[src/rtl/fwsd_pkg.sv]
// fwsd_pkg: types, register indexes, fixed-point constants and tables for the
// four-wheel steer and drive controller
// no dependencies
package fwsd_pkg;

    // configuration register indexes
    localparam int CFG_IDX_W = 3;
    localparam int CFG_DATA_W = 16;
    localparam logic [CFG_IDX_W-1:0] REG_GAIN_P = 3'd0;
    localparam logic [CFG_IDX_W-1:0] REG_GAIN_D = 3'd1;
    localparam logic [CFG_IDX_W-1:0] REG_MAX_SPEED = 3'd2;
    localparam logic [CFG_IDX_W-1:0] REG_TRACK = 3'd3;
    localparam logic [CFG_IDX_W-1:0] REG_AXLE = 3'd4;
    localparam logic [CFG_IDX_W-1:0] REG_TYRE = 3'd5;

    localparam logic [15:0] RST_GAIN_P = 16'd2048;
    localparam logic [15:0] RST_GAIN_D = 16'd0;
    localparam logic [14:0] RST_MAX_SPEED = 15'd1638;
    localparam logic [15:0] RST_TRACK = 16'd983;
    localparam logic [15:0] RST_AXLE = 16'd1229;
    localparam logic [15:0] RST_TYRE = 16'd573;

    // cordic: angle in 2^-16 rad, vectors in Q16
    localparam int CORDIC_STEPS = 16;
    localparam int CORDIC_W = 20;
    localparam int ZIN_W = 19;
    localparam int CORDIC_LAT = CORDIC_STEPS + 2;
    localparam logic signed [CORDIC_W-1:0] CORDIC_K = 20'sd39797;
    localparam logic signed [CORDIC_W-1:0] ANG_PI = 20'sd205887;
    localparam logic signed [CORDIC_W-1:0] ANG_HALF_PI = 20'sd102944;

    // square root and divide
    localparam int SQRT_IN_W = 64;
    localparam int SQRT_OUT_W = 32;
    localparam int SQRT_LAT = SQRT_OUT_W;
    localparam int DIV_STEPS = 25;

    localparam logic signed [23:0] OUT_MAX = 24'sd8388607;
    localparam logic signed [23:0] OUT_MIN = -24'sd8388608;

    function automatic logic signed [CORDIC_W-1:0] atan_step(input int i);
        logic signed [CORDIC_W-1:0] a;
        case (i)
            0: a = 20'sd51472;
            1: a = 20'sd30386;
            2: a = 20'sd16055;
            3: a = 20'sd8150;
            4: a = 20'sd4091;
            5: a = 20'sd2047;
            6: a = 20'sd1024;
            7: a = 20'sd512;
            8: a = 20'sd256;
            9: a = 20'sd128;
            10: a = 20'sd64;
            11: a = 20'sd32;
            12: a = 20'sd16;
            13: a = 20'sd8;
            14: a = 20'sd4;
            15: a = 20'sd2;
            default: a = 20'sd0;
        endcase
        return a;
    endfunction

    typedef struct packed {
        logic signed [15:0] speed_cmd;
        logic signed [15:0] front_target;
        logic signed [15:0] rear_target;
        logic signed [15:0] angle_fl;
        logic signed [15:0] angle_fr;
        logic signed [15:0] angle_rl;
        logic signed [15:0] angle_rr;
        logic signed [15:0] rate_fl;
        logic signed [15:0] rate_fr;
        logic signed [15:0] rate_rl;
        logic signed [15:0] rate_rr;
    } cmd_t;

    typedef struct packed {
        logic signed [23:0] steer_drive_fl;
        logic signed [23:0] steer_drive_fr;
        logic signed [23:0] steer_drive_rl;
        logic signed [23:0] steer_drive_rr;
        logic signed [23:0] axle_rate_fl;
        logic signed [23:0] axle_rate_fr;
        logic signed [23:0] axle_rate_rl;
        logic signed [23:0] axle_rate_rr;
        logic saturated;
    } res_t;

endpackage

[src/rtl/fwsd_cordic.sv]
// fwsd_cordic: pipelined rotation cordic giving cos and sin of one angle
// depends on fwsd_pkg
module fwsd_cordic (
    input  logic clk,
    input  logic en,
    input  logic signed [fwsd_pkg::ZIN_W-1:0] z,
    output logic signed [fwsd_pkg::CORDIC_W-1:0] cos_q,
    output logic signed [fwsd_pkg::CORDIC_W-1:0] sin_q
);

    localparam int N = fwsd_pkg::CORDIC_STEPS;
    localparam int W = fwsd_pkg::CORDIC_W;

    logic signed [W-1:0] x_reg [0:N];
    logic signed [W-1:0] y_reg [0:N];
    logic signed [W-1:0] z_reg [0:N];
    logic flip_reg [0:N];
    logic signed [W-1:0] z_ext;
    logic signed [W-1:0] cos_reg;
    logic signed [W-1:0] sin_reg;

    assign z_ext = W'(z);

    // fold into +-pi/2, results negated at the end
    always_ff @(posedge clk)
    begin
        if (en)
        begin
            x_reg[0] <= fwsd_pkg::CORDIC_K;
            y_reg[0] <= '0;
            if (z_ext > fwsd_pkg::ANG_HALF_PI)
            begin
                z_reg[0] <= z_ext - fwsd_pkg::ANG_PI;
                flip_reg[0] <= 1'b1;
            end
            else if (z_ext < -fwsd_pkg::ANG_HALF_PI)
            begin
                z_reg[0] <= z_ext + fwsd_pkg::ANG_PI;
                flip_reg[0] <= 1'b1;
            end
            else
            begin
                z_reg[0] <= z_ext;
                flip_reg[0] <= 1'b0;
            end
        end
    end

    for (genvar i = 0; i < N; i++)
    begin : g_iter
        always_ff @(posedge clk)
        begin
            if (en)
            begin
                flip_reg[i+1] <= flip_reg[i];
                if (z_reg[i] >= 0)
                begin
                    x_reg[i+1] <= x_reg[i] - (y_reg[i] >>> i);
                    y_reg[i+1] <= y_reg[i] + (x_reg[i] >>> i);
                    z_reg[i+1] <= z_reg[i] - fwsd_pkg::atan_step(i);
                end
                else
                begin
                    x_reg[i+1] <= x_reg[i] + (y_reg[i] >>> i);
                    y_reg[i+1] <= y_reg[i] - (x_reg[i] >>> i);
                    z_reg[i+1] <= z_reg[i] + fwsd_pkg::atan_step(i);
                end
            end
        end
    end

    always_ff @(posedge clk)
    begin
        if (en)
        begin
            cos_reg <= flip_reg[N] ? -x_reg[N] : x_reg[N];
            sin_reg <= flip_reg[N] ? -y_reg[N] : y_reg[N];
        end
    end

    assign cos_q = cos_reg;
    assign sin_q = sin_reg;

endmodule

[config.mk]
export PLATFORM = sky130hd
export DESIGN_NAME = fwsd_cordic
export DESIGN_NICKNAME = d
export VERILOG_FILES = /design/src/rtl/fwsd_pkg.sv /design/src/rtl/fwsd_cordic.sv
export SDC_FILE = /design/constraint.sdc
export NUM_CORES = 2
export LEC_CHECK = 0
export BUFFER_PORTS_ARGS = -buffer_cell sky130_fd_sc_hd__clkbuf_2
export CAP_MARGIN = 30
export CORE_ASPECT_RATIO = 0.7
export CORE_UTILIZATION = 50
export DETAILED_ROUTE_END_ITERATION = 7
export PLACE_DENSITY_LB_ADDON = 0.3
export SKIP_LAST_GASP = 1
export SYNTH_ARGS = -nofsm -noshare
export SYNTH_HDL_FRONTEND = slang
export SYNTH_SLANG_ARGS = --single-unit
[constraint.sdc]
create_clock -name clk -period 3.7 [get_ports clk]
set_input_delay 0 -clock clk [delete_from_list [all_inputs] [get_ports clk]]
set_output_delay 0 -clock clk [all_outputs]
set_load 0.02 [all_outputs]
==> summary.txt <==
Most frequent cell after synthesis -> edfxtp_1
Max clock buf depth -> 3
Number of cell rows -> 116
Fmax achieved -> 270 MHz
# fillers -> 11970
Ports -> 61
Nets -> 8679
Cell breakdown of the critical path -> or4_4, or4_4, or2_4, o41ai_4, xor2_1, ha_1, a21oi_2, o22ai_2, nor2_2, o21ai_2, o211ai_1, nand3_1, and4b_1
Status -> finished with violations
Worst Skew -> 0.0301 ns
First-pass GRT wire length -> 283 mm
Routed len/inst -> 18.3 um
H-Tree Depth -> 3
Synth top area cells -> edfxtp_1, ha_1, xnor2_1, a21oi_1, xor2_1
Hold path depth -> 4
Post-synth ARST share -> 0%
CTS Root Cell -> clkbuf_16
CTS clk-pin slew, worst paths -> 0.06 ns
RSZ-0062 raised after global routing -> yes
Worst Path Buf+Inv -> 0
CP max stage cell -> or4_4
Die width -> 456 um
GRT Total Usage -> 23.8%
Hold Path End -> z_reg[0][14]$_DFFE_PP_
Initial antenna violation count -> 1
#FFs+latches synth -> 936
Routed WL -> 179 mm
Vias in the first global route -> 53400
Global route overflow -> 0
Worst setup path startpoint -> x_reg[3][8]$_DFFE_PP_
Final WS setup -> -0.00889 ns
Tcrit/Tclk final -> 100%
Crit Path Max Fanout -> 5
Share of post-route cells with drive strength above 1 -> 12.2%
Die Footprint -> 0.146 mm2
Cell family with most CP delay -> simple AND/OR/NAND/NOR gates
FF-to-FF End -> y_reg[4][19]$_DFFE_PP_
Reg2Reg Depth -> 13
Area Overhead vs Synth -> 14.9%
Worst-Margin Slew -> 0.896 ns
CP required -> 4.17 ns
Headroom to the max-slew limit -> 40.3%
Crit path kind -> flop to flop
Iter 0 DRT Violations -> 5226
Top-area cell type share of the netlist area -> 39.0%
Sequential area share after synthesis -> 39.0%
Hold Fails Final Rpt -> 0
Worst skew pair latency -> 0.72 ns
Kind of end point of the critical path -> flop
Slew Viols, Final -> 0
Cell area after synthesis -> 0.0721 mm2
Core Area -> 0.143 mm2
Hold wc startpoint -> z[14]
Largest register FFs -> 299
CTS tree -> done
Count of input and output buffers -> 60
Crit path largest cell delay -> 0.57 ns
Cell mode on critical path -> or4_4
Final setup viols -> 1
CTS sink count -> 936
Routability cong. -> 0.939
Synth unique cells -> 98
Post-route ant nets -> 0
Die height -> 320 um
Syn Inst Count -> 7213
Reg2reg setup slack -> -0.009 ns
Ys flop type -> edfxtp_1
Remaining DRCs -> 0
Hold Path Class -> input pin to flop
Largest net degree at the start of global routing -> 156
Detailed Place HPWL -> 139 mm
Worst r2r src -> x_reg[3][8]$_DFFE_PP_
Post-synth EDFFs -> 936
Via count -> 57069
Max cap viols -> 0
Min Tclk post-route -> 3.71 ns
Starting Density -> 50.4%
Violated checks -> setup timing
Avg Cell Area, Syn -> 9.99 um2
Setup crit start kind -> flop
Synth top cells by count -> edfxtp_1, ha_1, xnor2_1, nor2_1, a21oi_1
Core Util, Final -> 57.9%
YS warnings -> 0
CTS buffer count -> 99
Dominant cell type by area after synthesis -> edfxtp_1
Crit path DAT -> 4.18 ns
DR pass1 iterations -> 6
Vias per cell -> 5.85
[cell families (layout without fill, tap and decap cells)]
logic type	after synthesis	in the layout	synth area share (%)
AOI/OAI and AO/OA	1933	1933	17.4
xor gates and xnor gates	925	925	11.3
adders and majority gates	872	872	15.6
buffers and inverters	458	1110	2.39
DFF	936	936	39.0
muxes	61	61	0.879
other	2	4	0.0104
and+or+nand+nor	2026	2026	13.4
[per-layer routing]
metal	track usage [%]	share of wire, %	up-vias
li1	-	-	28012
met2	33.6	40	1646
met3	3.92	7.6	181
met4	4.02	1.5	0
met1	38.1	51	27230
met5	0	0	-
[how the worst max path moves through the flow]
stage	cells past startpoint	to	slack, ns
2_1_floorplan	14	x_reg[10][16]$_DFFE_PP_	0.01
3_3_place_gp	13	y_reg[4][19]$_DFFE_PP_	-0.17
3_5_place_dp	14	y_reg[7][18]$_DFFE_PP_	-0.19
4_1_cts	14	y_reg[7][18]$_DFFE_PP_	-0.05
5_1_grt	13	y_reg[4][19]$_DFFE_PP_	-0.18
6_report	13	y_reg[4][19]$_DFFE_PP_	-0.009
[layout make-up]
class / instances / area [um2] / area share, %
inverters: 343 / 1300 / 1.57
well taps: 1888 / 2360 / 2.85
flip-flops and latches: 936 / 28100 / 34.0
clock inverters: 67 / 863 / 1.04
multi-input cells: 5820 / 43100 / 52.1
diodes: 1 / 2.50 / 0.00302
clock buffers: 114 / 2580 / 3.11
repair buffers: 586 / 4430 / 5.35
[timing repair]
item                       4_1_cts  5_1_grt
hold endpoints to repair        88        0
gates resized for setup         22      161
setup endpoints to repair       22       96
pin swaps                        5       63
setup buffers                    3       53
hold buffers                    20        0
[worst min-delay path: stages]
cell	delay, ns
dlygate4sd3_1	0.53
clkbuf_2	0.15
nand2_1	0.07
o31ai_2	0.09
[metrics by stage]
step | instance area [um2] | setup TNS [ns] | instances | hold slack, ns | setup slack [ns]
floorplan | 72100 | 0 | 7214 | 0.112 | 0.0116
global placement | 77800 | -0.668 | 9496 | 0.389 | -0.169
detailed placement | 77800 | -1.54 | 9496 | 0.390 | -0.194
CTS | 81600 | -0.0640 | 9700 | 0.191 | -0.0454
global route | 82800 | -1.37 | 9754 | 0.252 | -0.181
finish | 82800 | -0.00889 | 9755 | 0.237 | -0.00889
[cells in the final DEF, fill, tap and decap left out, types with 253 or more instances in the layout]
cell,count
nand2_1,453
buf_4,495
xnor2_1,632
inv_1,332
xor2_1,287
edfxtp_1,936
a21oi_1,583
ha_1,819
o21ai_0,253
nor2_1,614
Power is not shown: default switching activity piles up to over one toggle a cycle in this logic, so the estimate is an artifact.
